===== config.mk =====
export PLATFORM = sky130hd
export DESIGN_NAME = mtg_front
export DESIGN_NICKNAME = d
export VERILOG_FILES = /design/src/mtg_pkg.sv /design/src/mtg_front.sv
export SDC_FILE = /design/constraint.sdc
export NUM_CORES = 1
export LEC_CHECK = 0
export ABC_AREA = 1
export BUFFER_PORTS_ARGS = -buffer_cell sky130_fd_sc_hd__buf_4
export CAP_MARGIN = 40
export CORE_MARGIN = 4
export CORE_UTILIZATION = 35
export CTS_CLUSTER_DIAMETER = 150
export CTS_CLUSTER_SIZE = 12
export DETAILED_ROUTE_END_ITERATION = 8
export PLACE_DENSITY = 0.68
export SKIP_LAST_GASP = 1
export SYNTH_ARGS = -nofsm -noshare
export SYNTH_HDL_FRONTEND = slang
export SYNTH_SLANG_ARGS = --single-unit

===== constraint.sdc =====
create_clock -name clk_i -period 2.5 [get_ports clk_i]
set_input_delay 0.125 -clock clk_i [delete_from_list [all_inputs] [get_ports clk_i]]
set_output_delay 0.125 -clock clk_i [all_outputs]
set_load 0.02 [all_outputs]

===== src/mtg_pkg.sv =====
// Package: shared constants and types for the MT19937 generator.
package mtg_pkg;
  localparam int unsigned Words = 624;
  localparam int unsigned ShiftOfs = 397;
  localparam int unsigned IdxW = 10;
  localparam int unsigned DefKeyDepth = 64;
  localparam logic [31:0] TwistXor = 32'h9908b0df;
  localparam logic [31:0] HiBit = 32'h80000000;
  localparam logic [31:0] LoBits = 32'h7fffffff;
  localparam logic [31:0] MulSeed = 32'd1812433253;
  localparam logic [31:0] MulMixA = 32'd1664525;
  localparam logic [31:0] MulMixB = 32'd1566083941;
  localparam logic [31:0] ArraySeed = 32'd19650218;
  localparam logic [31:0] SeedReset = 32'd5489;
  localparam logic [31:0] TemperB = 32'h9d2c5680;
  localparam logic [31:0] TemperC = 32'hefc60000;

  typedef enum logic {
    OpNext = 1'b0,
    OpKey  = 1'b1
  } op_e;

  // One classified command handed from the front to the back.
  typedef struct packed {
    op_e         op;
    logic [31:0] key_word;
    logic        key_last;
  } cmd_t;

  function automatic logic [31:0] fold30(input logic [31:0] v);
    fold30 = v ^ (v >> 30);
  endfunction

  function automatic logic [31:0] temper(input logic [31:0] x);
    logic [31:0] y;
    y = x ^ (x >> 11);
    y = y ^ ((y << 7) & TemperB);
    y = y ^ ((y << 15) & TemperC);
    temper = y ^ (y >> 18);
  endfunction
endpackage


===== src/mtg_front.sv =====
// Front end: accept requests and queue them as commands for the engine.
module mtg_front (
  input  logic          clk_i,
  input  logic          rst_ni,
  input  logic          in_valid_i,
  output logic          in_ready_o,
  input  logic          operation_i,
  input  logic [31:0]   key_word_i,
  input  logic          key_last_i,
  output logic          cmd_valid_o,
  input  logic          cmd_ready_i,
  output mtg_pkg::cmd_t cmd_o
);
  import mtg_pkg::*;

  localparam int unsigned QDepth = 2;

  cmd_t       q_q [QDepth];
  logic       wr_q, wr_d, rd_q, rd_d;
  logic [1:0] cnt_q, cnt_d;
  logic       push, pop;
  cmd_t       in_cmd;

  assign in_ready_o  = (cnt_q != 2'(QDepth));
  assign cmd_valid_o = (cnt_q != 2'd0);
  assign cmd_o       = q_q[rd_q];
  assign push        = in_valid_i && in_ready_o;
  assign pop         = cmd_valid_o && cmd_ready_i;

  always_comb begin
    in_cmd.op       = op_e'(operation_i);
    in_cmd.key_word = key_word_i;
    // Drop the last flag on a next request.
    in_cmd.key_last = operation_i & key_last_i;
    wr_d  = push ? ~wr_q : wr_q;
    rd_d  = pop ? ~rd_q : rd_q;
    cnt_d = cnt_q + {1'b0, push} - {1'b0, pop};
  end

  always_ff @(posedge clk_i or negedge rst_ni) begin
    if (!rst_ni) begin
      wr_q  <= 1'b0;
      rd_q  <= 1'b0;
      cnt_q <= 2'd0;
    end else begin
      wr_q  <= wr_d;
      rd_q  <= rd_d;
      cnt_q <= cnt_d;
    end
  end

  always_ff @(posedge clk_i) begin
    if (push) begin
      q_q[wr_q] <= in_cmd;
    end
  end
endmodule


==> results of run 1 <==
## state kept, by name, summed over array words and instances (netlist names)
signal and flops:
q_q 68, cnt_q 2, rd_q 1, wr_q 1
## per-layer routing
| metal | track usage [%] | up-vias |
|---|---|---|
| li1 | - | 926 |
| met1 | 13.7 | 841 |
| met3 | 3.97 | 8 |
| met5 | 0 | - |
| met4 | 5.51 | 0 |
| met2 | 21.4 | 66 |
## power groups by stage
stage                     clock [mW]  sequential, mW  combinational, mW
after global routing           0.811            1.78               1.95
final                          0.731            1.75               1.77
after global placement             0            1.77               1.74
after detailed placement           0            1.78               1.76
after CTS                      0.764            1.76               1.81
after floorplan                    0            1.74               1.14
## cell usage after synthesis
| library cell | count | area (µm²) |
|---|---|---|
| nand2_1 | 106 | 398 |
| ha_1 | 2 | 25.0 |
| inv_1 | 9 | 33.8 |
| nand2_2 | 10 | 62.6 |
| nor2_1 | 1 | 3.75 |
| buf_6 | 4 | 45.0 |
| nand3_1 | 3 | 15.0 |
| inv_8 | 1 | 11.3 |
| dfrtp_1 | 4 | 100 |
| edfxtp_1 | 68 | 2040 |
| buf_12 | 1 | 20.0 |
| buf_4 | 2 | 15.0 |
## logic make-up after synthesis
| group | share of synthesized area (%) |
|---|---|
| simple gates | 17.3 |
| fa+ha+maj | 0.903 |
| buf+inv | 4.51 |
| flops | 77.3 |
## cell type report
type	instances	area share, %
clock inverters	6	0.672
multi-input cells	122	13.1
repair buffers	111	23.8
clock buffers	10	3.26
flip-flops and latches	72	54.8
well taps	102	3.26
inverters	10	1.15
## path summary, 6_finish.rpt
kind	startpoint	to	slack (ns)	cells after the start
max in group asynchronous	rst_ni	cnt_q[0]	2.28	2
min in group asynchronous	rst_ni	cnt_q[1]	0.12	2
worst max register to register	cnt_q[1]	q_q[0][28]	0.93	4
worst min-delay path	cmd_ready_i	rd_q	0.04	3
worst min register to register	wr_q	wr_q	0.48	2
worst max-delay path	rd_q	cmd_o[11]	0.80	4
## through the flow
stage / util, % / instance area (µm²) / power (mW)
2_1_floorplan: - / 2770 / 2.87
3_3_place_gp: 44.2 / 3420 / 3.51
3_5_place_dp: 44.2 / 3420 / 3.54
4_1_cts: 50.6 / 3910 / 4.33
5_1_grt: 50.6 / 3910 / 4.54
6_report: 50.6 / 3910 / 4.25
## worst max-delay path, delay by kind of cell (launching register included)
family                 cells  cell delay (ns)
buffers and inverters      2             0.45
flip-flops                 1             0.65
AND/OR/NAND/NOR            2             0.16
==> flow_results.org, run 1 <==
** Setup path
- The largest single stage delay on the critical path is 0.65 ns.
- The worst setup path is captured at an output port.
- Cell with the largest stage delay on the worst path :: dfrtp_1
- The worst setup path is of the reg -> out kind.
- Data arrives at the worst endpoint at 1.58 ns.
- The critical path goes through buf_4 -> nand2_1 -> nand2_1 -> buf_4.
- Largest fanout on the critical path :: 16
- STA puts the critical path data required time at 2.38 ns.
- Worst Setup Start Kind :: flip-flop

** Timing
- Worst max-slew margin expressed relative to the limit :: 64.6%
- Final TNS setup :: 0 ns
- The count of pins over their slew limit came to 0.
- Final setup slack of the worst path :: 0.795 ns
- Setup violations remaining at the end of the flow were counted as 0.
- Count of endpoints failing hold in the final timing report :: 0
- Unrepaired setup endpoints after global routing :: no
- Final critical-path share of the clock period :: 68.2%
- The tightest hold path in the finished design has a slack of 0.0354 ns.
- Counting I/O delays and the setup requirement, the final critical path takes 1.70 ns.
- Clock skew after layout :: 0.00453 ns
- Tightest Pin Transition :: 0.531 ns
- Based on the critical path, the design can be clocked at up to 587 MHz.

** Final layout
- Most common cell after layout, fill and taps aside :: nand2_1
- Summing all flip-flop and latch instances after layout gives 2140 µm².
- Footprint of the multi-input gates :: 512 µm²
- The net count of the finished layout is 366.
- The post-route netlist has 30.5% of its cells at a drive strength greater than 1.
- Leaving out fill and tap cells, the most frequent cells in the layout are nand2_1, buf_4, edfxtp_1.
- The repair_antennas step left the layout with diodes totalling 0.
- Number of cells in the finished layout apart from fillers :: 433
- Fill cells in the final layout number 681.
- P&R area growth vs syn :: 41.1%

** Synthesis
- Yosys mapped the design onto 12 distinct sky130hd cell types.
- The share of the Yosys chip area taken by registers is 77.3%.
- After synthesis the netlist holds a flip-flop and latch count of 72.
- Averaged over all synthesized cells, the footprint is 13.1 µm².
- Number of cells produced by synthesis :: 211
- The Yosys step of the flow raised 0 warnings.
- The cell area that synthesis handed to floorplanning was 2770 µm².
- When the netlist entered floorplanning its net count stood at 251.

** Power and ir drop
- In this run, the combinational gates consume 41.6% of the power.
- In this run the power density over the cells is 1090 nW/µm².
- Net switching power :: 1.59 mW
- Net switching fraction of the power :: 37.4%
- Internal Dissipation :: 2.66 mW
- Clock share of power :: 17.2%
- Across the VDD grid, the largest voltage drop is 0.480 mV.
- Leakage power total :: 1.70 nW
- The share of total power dissipated in sequential elements is 41.2%.

** GRT
- Global-route wire length before repair :: 9070 µm
- For this run the aggregate overflow at the end of global routing stands at 0.
- Number of global-route vias before repair :: 1,919
- Global routing used 12.3% of the available tracks across all layers.
- Antenna violations before repair :: 0
- Entering global routing, the biggest net connects 36 pins.

** Clock tree
- Post-CTS setup-driven buffer insertion count :: 0
- TritonCTS clock tree :: built
- Clock network latency to the later pin of the worst-skew pair :: 0.34 ns
- Post-cts hold buffer count :: 34
- Count of H-tree levels built during CTS :: 3
- Resized cells post-CTS :: 0
- CTS sink cnt :: 72
- Counting the buffers created by CTS gives 9.
- Clock-pin transition on the worst setup and hold timing paths :: 0.07 ns
- No sink is reached through more buffers than the 2 on the longest clock path.
- Clock root buffer :: clkbuf_8

** Run
- # Max-Cap Violations :: 0

** Place
- Worst slack at placement :: 0.931 ns
- Count of port buffers added during placement :: 73
- RePlAce Congestion :: 0.735
- Number of placed cells counting well taps :: 383
- Detailed placement ended at an HPWL of 3490 µm.

** Hold path
- Worst Hold Class :: in -> reg

** Drt
- Signal routing reaches up to met4.
- Number of optimization iterations in the first detailed-route pass :: 4
- Length of routed wiring on met1 :: 2220 µm
- Wirelength, routed :: 5520 µm
- Number of antenna-violating nets in the routed design :: 0
- Detailed routing placed a total of 332 µm of wire on met3.
- Summed over all nets, wire length on met2 after detailed routing comes to 2920 µm.
- Detail-routed net length per standard cell :: 12.8 µm
- Vias after detailed routing :: 1,841
- Iter 0 DRT Violations :: 74
- Remaining DRCs :: 0
- Dividing the detail-routed via count by the number of cells gives 4.25.

** Floorplanning
- Core box area :: 7730 µm²
- During I/O placement, the number of pins put on the boundary was 74.
- Horiz. Die Dim :: 97.0 µm
- Initial Utilization :: 35.9%
- Row generation in the floorplan step produced 32 rows.
- The die covers 9410 µm².
- The die is 97.0 µm tall.

** Status
- The run finished with clean final reports.
(Power assumes the default switching activity.)
==> inputs of run 2 (changes only) <==
==> constraint.sdc (replaced) <==
create_clock -name clk_i -period 1.51 [get_ports clk_i]
set_input_delay 0.0755 -clock clk_i [delete_from_list [all_inputs] [get_ports clk_i]]
set_output_delay 0.0755 -clock clk_i [all_outputs]
set_load 0.02 [all_outputs]
==> run 2 against run 1 <==
Compared with the run above: final area up 2.7%; first-iteration DRC count down 39%; routed wire length down 0.69%; flip-flop and latch count unchanged; power up 71%; utilization up 1.4 points; register-to-register slack worse by 0.87 ns; sequential power up 65%; clock skew up 0.0030 ns; critical path type is now reg -> reg; critical endpoint is now cnt_q[1].
==> flow_results.org, run 2 (same netlist as run 1, synthesis figures left out) <==
** Drt
- Number of optimization iterations in the first detailed-route pass :: 4 (unchanged)
- Detail-routed net length per standard cell :: 12.5 µm (was 12.8 µm)
- The number of DRC markers in iteration 0 was 45 (was 74).
- Remaining DRCs :: 0 (unchanged)
- Vias after detailed routing :: 1,852 (was 1,841)
- Number of antenna-violating nets in the routed design :: 0 (unchanged)
- The post-detailed-route via-to-cell ratio is 4.22 (was 4.25).
- Wirelength, routed :: 5480 µm (was 5520 µm)

** Floorplanning
- Top-level I/O count :: 74 (unchanged)
- Core box area :: 7730 µm² (unchanged)
- The starting utilization of the core area came to 35.9% (unchanged).
- The die extent in x came to 97.0 µm (unchanged).
- The die outline area is 9410 µm² (unchanged).
- The cell row count is 32 (unchanged).
- The die height is 97.0 µm (unchanged).

** Setup path
- The kind of end point of the critical path is a flip-flop (was output port).
- The top fanout value on the critical path came to 3 (was 16).
- The type of the worst setup path is reg -> reg (was reg -> out).
- The beginning of the critical path is cnt_q[0] (was rd_q).
- Required time of the critical path :: 1.73 ns (was 2.38 ns)
- The buffer and inverter count on the worst path was 3 (was 2).
- The cell that appears most often on the critical path is nand2_4.
- The kind of start point of the critical path is a flip-flop (unchanged).
- Worst endpoint data arrival time :: 1.68 ns (was 1.58 ns)
- Cell-by-cell trace of the critical path :: inv_2 -> buf_4 -> nand2_4 -> nand2_4 -> ha_4 -> inv_1 -> ha_1 -> nand3_1 -> nand2_1 (was buf_4 -> nand2_1 -> nand2_1 -> buf_4)
- Cell with the largest stage delay on the worst path :: dfrtp_1 (unchanged)
- The startpoint of the lowest-slack register-to-register path was cnt_q[0] (was cnt_q[1]).
- The kind of cell adding the most delay to the critical path was adder cells (was flip-flops).
- Worst path max stage delay :: 0.37 ns (was 0.65 ns)

** GRT
- The via count of the first global-routing pass was 1,997 (was 1,919).
- The initial antenna violation count came to 0 (unchanged).
- The aggregate global-route resource usage is 12.5% (was 12.3%).
- The total congestion overflow after global routing was 0 (unchanged).
- Global-route wire length before repair :: 9180 µm (was 9070 µm)
- The pin count of the biggest net entering global routing came to 36 (unchanged).

** Timing
- The slew at the pin with the worst max-slew slack was 0.207 ns (was 0.531 ns).
- Based on the critical path, the design can be clocked at up to 688 MHz.
- Unrepaired setup endpoints after global routing: no (unchanged).
- The count of pins over their slew limit is 0 (unchanged).
- The worst path uses 96.2% of the clock period.
- The setup-violating endpoint count in the final report is 0 (unchanged).
- The headroom to the max-slew limit was 86.2% (was 64.6%).
- Minimum hold slack :: 0.0281 ns (was 0.0354 ns)
- The worst path in the final design needs a cycle of 1.45 ns, including I/O delays and setup.
- Count of endpoints failing hold in the final timing report :: 0 (unchanged)
- The setup skew after layout is 0.00756 ns (was 0.00453 ns).

** Final layout
- The area overhead of the layout relative to synthesis is 45.0% (was 41.1%).
- The number of flip-flops in the largest register was 68 (unchanged).
- Seq. cell area :: 2140 µm² (about the same)
- The number of nets at the end of the flow came to 372 (was 366).
- The count of placed standard cells in the final layout, fillers left out was 439 (was 433).
- Number of inserted filler cells in the final layout :: 671 (was 681)
- Antenna Diode Count :: 0 (unchanged)
- Largest registers :: q_q (68), cnt_q (2) (unchanged)
- Commonest cells after routing, fill and taps aside: nand2_1, buf_4, edfxtp_1 (unchanged).
- The share of post-route cells with drive strength above 1 is 33.8% (was 30.5%).
- Most common cell after layout, fill and taps aside :: nand2_1 (unchanged)
- Footprint of the multi-input gates :: 547 µm² (was 512 µm²)
- The register containing the most flip-flops in the final layout is q_q (unchanged).

** Place
- Count of port buffers added during placement :: 73 (unchanged)
- Half-perimeter wire length of the detailed placement result :: 3570 µm (was 3490 µm)
- Number of placed cells counting well taps :: 386 (was 383)
- The routability-driven placement congestion ratio came to 0.718 (was 0.735).

** Clock tree
- The number of buffers inserted during clock tree synthesis is 9 (unchanged).
- TritonCTS clock tree :: built (unchanged)
- The clock latency on the worst-skew pair is 0.34 ns (about the same).
- Maximum count of clock buffers along a single path :: 2 (unchanged)
- Count of H-tree levels built during CTS :: 3 (unchanged)
- The clock-pin slew on the worst setup and hold paths is 0.07 ns (about the same).
- CTS sink cnt :: 72 (unchanged)
- The cell at the root of the clock tree was clkbuf_8 (unchanged).

** Run
- The number of maximum-capacitance violations was 0 (unchanged).

** Hold path
- Worst Hold Class :: in -> reg (unchanged)
- The worst hold path startpoint is key_last_i (was cmd_ready_i).

** Power and ir drop
- Cell Pwr Density :: 1810 nW/µm² (was 1090 nW/µm²)
- Leakage power total :: 1.73 nW (was 1.70 nW)
- Max IR drop VDD :: 0.728 mV (was 0.480 mV)

** Status
- Outcome: finished, final reports clean (unchanged).
run 2: path summary, 6_finish.rpt:
kind	cells past startpoint	slack, ns	endpoint
min in group asynchronous	2	0.07	cnt_q[0]
max in group asynchronous	2	1.32	rd_q
hold / removal	3	0.03	q_q[1][0]
hold reg to reg	2	0.47	wr_q
setup / recovery	9	0.06	cnt_q[1]
setup reg to reg	9	0.06	cnt_q[1]
run 2: repair_timing:
action	CTS	global route
endpoints found under the hold margin	71	0
setup buffers	0	2
hold buffers	35	0
setup endpoints to repair	0	30
resized for setup	0	5
run 2: worst register-to-register path: stages, from the launching register on:
cell and delay (ns):
dfrtp_1 0.37, inv_2 0.05, buf_4 0.14, nand2_4 0.08
nand2_4 0.08, ha_4 0.26, inv_1 0.03, ha_1 0.18
nand3_1 0.09, nand2_1 0.06
run 2: power by group:
group | internal (mW) | total, mW | switching [mW]
registers | 2.73 | 2.89 | 0.155
logic | 1.24 | 3.15 | 1.91
clock network | 0.577 | 1.22 | 0.647
run 2: per-layer routing:
metal | up-vias | GRT usage, % | share of wire [%]
li1 | 942 | - | -
met1 | 851 | 12.9 | 39
met2 | 48 | 22.6 | 54
met3 | 11 | 3.97 | 5.2
met4 | 0 | 6.48 | 2.0
met5 | - | 0 | 0
run 2: layout make-up:
type / count / area share (%)
tap: 102 / 3.18
timing repair buffer: 117 / 24.7
multi-input combinational: 122 / 13.6
clock buffer: 11 / 3.27
inverter: 10 / 1.34
sequential: 72 / 53.3
clock inverter: 5 / 0.592
run 2: metrics by stage:
stage / TNS [ns] / instance area, µm² / power [mW] / util (%) / setup slack, ns
global placement: 0 / 3480 / 5.92 / 45.0 / 0.123
floorplan: -0.499 / 2800 / 4.81 / - / -0.0147
CTS: 0 / 3980 / 7.30 / 51.5 / 0.00874
detailed placement: 0 / 3480 / 5.99 / 45.0 / 0.0347
global route: 0 / 4020 / 7.75 / 52.0 / 0.00529
finish: 0 / 4020 / 7.26 / 52.0 / 0.0573
==> inputs of run 3 (changes only) <==
--- a/config.mk
+++ b/config.mk
@@ -13,7 +13,7 @@
 export CTS_CLUSTER_DIAMETER = 150
 export CTS_CLUSTER_SIZE = 12
 export DETAILED_ROUTE_END_ITERATION = 8
-export PLACE_DENSITY = 0.68
+export PLACE_DENSITY = 0.66
 export SKIP_LAST_GASP = 1
 export SYNTH_ARGS = -nofsm -noshare
 export SYNTH_HDL_FRONTEND = slang
==> constraint.sdc (replaced) <==
create_clock -name clk_i -period 1.5 [get_ports clk_i]
set_input_delay 0.075 -clock clk_i [delete_from_list [all_inputs] [get_ports clk_i]]
set_output_delay 0.075 -clock clk_i [all_outputs]
set_load 0.02 [all_outputs]
==> run 3 against run 2 <==
Compared with the run above: final cell count is 0.46% lower; non-clock buffer count decreased by 1; critical path depth did not move; die area is the same; sequential share of layout area is essentially flat.
==> flow_results.org, run 3 (same netlist as run 1, synthesis figures left out) <==
** Status
- Outcome :: finished, final reports clean (unchanged)

** Final layout
- P&R area growth vs syn :: 45.1% (was 45.0%)
- Core occupancy in the finished layout :: 52.0% (about the same)
- The number of flip-flops in the largest register came to 68 (unchanged).
- Fraction of final layout cells with drive strength greater than 1 :: 33.4% (was 33.8%)
- The number of nets at the end of the flow is 371 (was 372).
- Most common cell after layout, fill and taps aside :: nand2_1 (unchanged)
- Largest registers :: q_q (68), cnt_q (2) (unchanged)
- Antenna Diode Count :: 0 (unchanged)
- Commonest cells after routing, fill and taps aside :: nand2_1, buf_4, edfxtp_1 (unchanged)
- Register with the most flip-flops :: q_q (unchanged)

** Clock tree
- The clock latency on the worst-skew pair came to 0.33 ns (was 0.34 ns).
- CTS sink cnt :: 72 (unchanged)
- CTS buffer count :: 9 (unchanged)
- Clock-pin transition on the worst setup and hold timing paths :: 0.07 ns (about the same)
- The number of buffers on the longest clock path was 2 (unchanged).
- Count of H-tree levels built during CTS :: 3 (unchanged)
- The clock tree from TritonCTS was built (unchanged).
- The cell at the root of the clock tree was clkbuf_8 (unchanged).

** Timing
- Worst max-slew margin expressed relative to the limit :: 84.0% (was 86.2%)
- Tightest Pin Transition :: 0.241 ns (was 0.207 ns)
- The setup skew after layout is 0.00448 ns (was 0.00756 ns).
- Final TNS setup :: 0 ns (unchanged)
- Unrepaired setup endpoints after global routing: yes (was no).
- The worst hold slack is 0.0248 ns (was 0.0281 ns).
- The count of pins over their slew limit came to 0 (unchanged).
- The number of failing hold endpoints at the final stage is 0 (unchanged).
- Final setup slack of the worst path :: 0.0385 ns (was 0.0573 ns)
- Setup violations, final :: 0 (unchanged)
- Shortest period the worst path allows :: 1.46 ns (was 1.45 ns)
- The share of the clock period used by the worst path after layout came to 97.4% (was 96.2%).
- The fmax is 684 MHz (was 688 MHz).

** Hold path
- Worst Hold Class :: in -> reg (unchanged)

** Setup path
- Worst endpoint data arrival time :: 1.69 ns (was 1.68 ns)
- The delay contributed by the slowest stage of the critical path was 0.37 ns (about the same).
- Cell-by-cell trace of the critical path: inv_2 -> buf_4 -> nand2_4 -> nand2_4 -> ha_1 -> inv_1 -> ha_1 -> nand3_1 -> nand2_1 (was inv_2 -> buf_4 -> nand2_4 -> nand2_4 -> ha_4 -> inv_1 -> ha_1 -> nand3_1 -> nand2_1).
- Cell with the largest stage delay on the worst path :: dfrtp_1 (unchanged)
- Largest fanout on the critical path :: 3 (unchanged)
- The kind of start point of the critical path was a flip-flop (unchanged).
- The type of the worst setup path is reg -> reg (unchanged).
- Required time of the critical path :: 1.72 ns (was 1.73 ns)
- The kind of end point of the critical path is a flip-flop (unchanged).

** Floorplanning
- Overall die area :: 9410 µm² (unchanged)
- The die extent in x is 97.0 µm (unchanged).
- The starting utilization of the core area came to 35.9% (unchanged).
- The die height came to 97.0 µm (unchanged).
- Top-level I/O count :: 74 (unchanged)
- Row count :: 32 (unchanged)
- The core outline area was 7730 µm² (unchanged).

** Drt
- The mean routed wirelength per cell is 12.5 µm (about the same).
- The number of DRC markers in iteration 0 is 33 (was 45).
- The DRC violation count after routing was 0 (unchanged).
- Wirelength, routed :: 5470 µm (was 5480 µm)
- The post-detailed-route via-to-cell ratio is 4.23 (was 4.22).
- Vias after detailed routing :: 1,850 (was 1,852)
- The first-pass iteration count of the detailed router was 3 (was 4).
- Number of antenna-violating nets in the routed design :: 0 (unchanged)

** Power and ir drop
- The power density relative to cell area is 1820 nW/µm² (was 1810 nW/µm²).
- The switching share of power is 37.2% (was 37.4%).
- Combinational fraction of design power :: 43.9% (was 43.4%)
- Leakage power total :: 1.74 nW (was 1.73 nW)
- Clock share of power :: 16.7% (was 16.9%)
- The share of total power in sequential cells came to 39.4% (was 39.8%).
- The switching power total is 2.73 mW (was 2.71 mW).
- Total power :: 7.34 mW (was 7.26 mW)
- The worst ir drop on vdd is 0.996 mV (was 0.728 mV).
- Internal Dissipation :: 4.61 mW (was 4.55 mW)

** Place
- Half-perimeter wire length of the detailed placement result :: 3430 µm (was 3570 µm)
- RePlAce Congestion :: 0.742 (was 0.718)
- The pre-CTS setup slack is 0.0171 ns (was 0.0347 ns).
- The number of input and output port buffers inserted is 73 (unchanged).

** GRT
- Global route overflow :: 0 (unchanged)
- Number of global-route vias before repair :: 2,015 (was 1,997)
- The initial antenna violation count is 0 (unchanged).
- The pin count of the biggest net entering global routing is 36 (unchanged).
- Global-route wire length before repair :: 9190 µm (was 9180 µm)
- The aggregate global-route resource usage came to 12.3% (was 12.5%).

** Run
- # Max-Cap Violations :: 0 (unchanged)
-- run 3: changes by cell type in the layout (fill, tap and decap cells not counted), moves of 2 or more --
cell and change:
buf_12 +2, clkinv_2 +2, buf_4 -4, clkinv_1 -3
-- run 3: path summary, 6_finish.rpt --
| check | from | endpoint | slack, ns | cells after the start |
|---|---|---|---|---|
| setup / recovery | cnt_q[0] | cnt_q[1] | 0.04 | 9 |
| hold / removal | key_last_i | q_q[0][0] | 0.02 | 3 |
| setup reg to reg | cnt_q[0] | cnt_q[1] | 0.04 | 9 |
| hold reg to reg | wr_q | wr_q | 0.47 | 2 |
| max in group asynchronous | rst_ni | rd_q | 1.31 | 2 |
| min in group asynchronous | rst_ni | cnt_q[1] | 0.07 | 2 |
-- run 3: worst max-delay path, delay by kind of cell (launching register included) --
kind	cells	cell delay (ns)
fa+ha+maj	2	0.47
simple gates	4	0.29
flops	1	0.37
buf+inv	3	0.21
-- run 3: what timing repair did --
| action | CTS | global route |
|---|---|---|
| pin swaps | 0 | 1 |
| setup endpoints to repair | 25 | 18 |
| gates cloned | 0 | 0 |
| setup buffers | 1 | 1 |
| hold buffers | 35 | 0 |
| hold endpoints to repair | 71 | 0 |
| resized for setup | 2 | 1 |
-- run 3: metrics by stage --
stage | cells | cell area (µm²)
floorplan | 211 | 2800
global placement | 385 | 3490
detailed placement | 385 | 3490
CTS | 436 | 4010
global route | 437 | 4020
finish | 437 | 4020
-- run 3: per-layer routing --
layer	GRT usage (%)	vias up	wire, µm
met4	4.86	0	98
met1	12.3	856	2110
li1	-	936	-
met2	23.6	48	2990
met3	3.60	10	279
met5	0	-	0
-- run 3: power groups by stage --
stage                     clock, mW  combinational (mW)  sequential, mW
final                          1.23                3.22            2.89
after global routing           1.38                3.51            2.93
after CTS                      1.28                3.27            2.89
after detailed placement          0                3.14            2.94
after global placement            0                3.09            2.92
after floorplan                   0                1.95            2.90
-- run 3: cell type report --
cell class / instances / area [µm²]
Multi-Input combinational cell: 122 / 532
Timing Repair Buffer: 116 / 1020
Inverter: 10 / 48.8
Clock buffer: 11 / 131
Sequential cell: 72 / 2140
Fill cell: 673 / 3710
Tap cell: 102 / 128
Clock inverter: 4 / 22.5
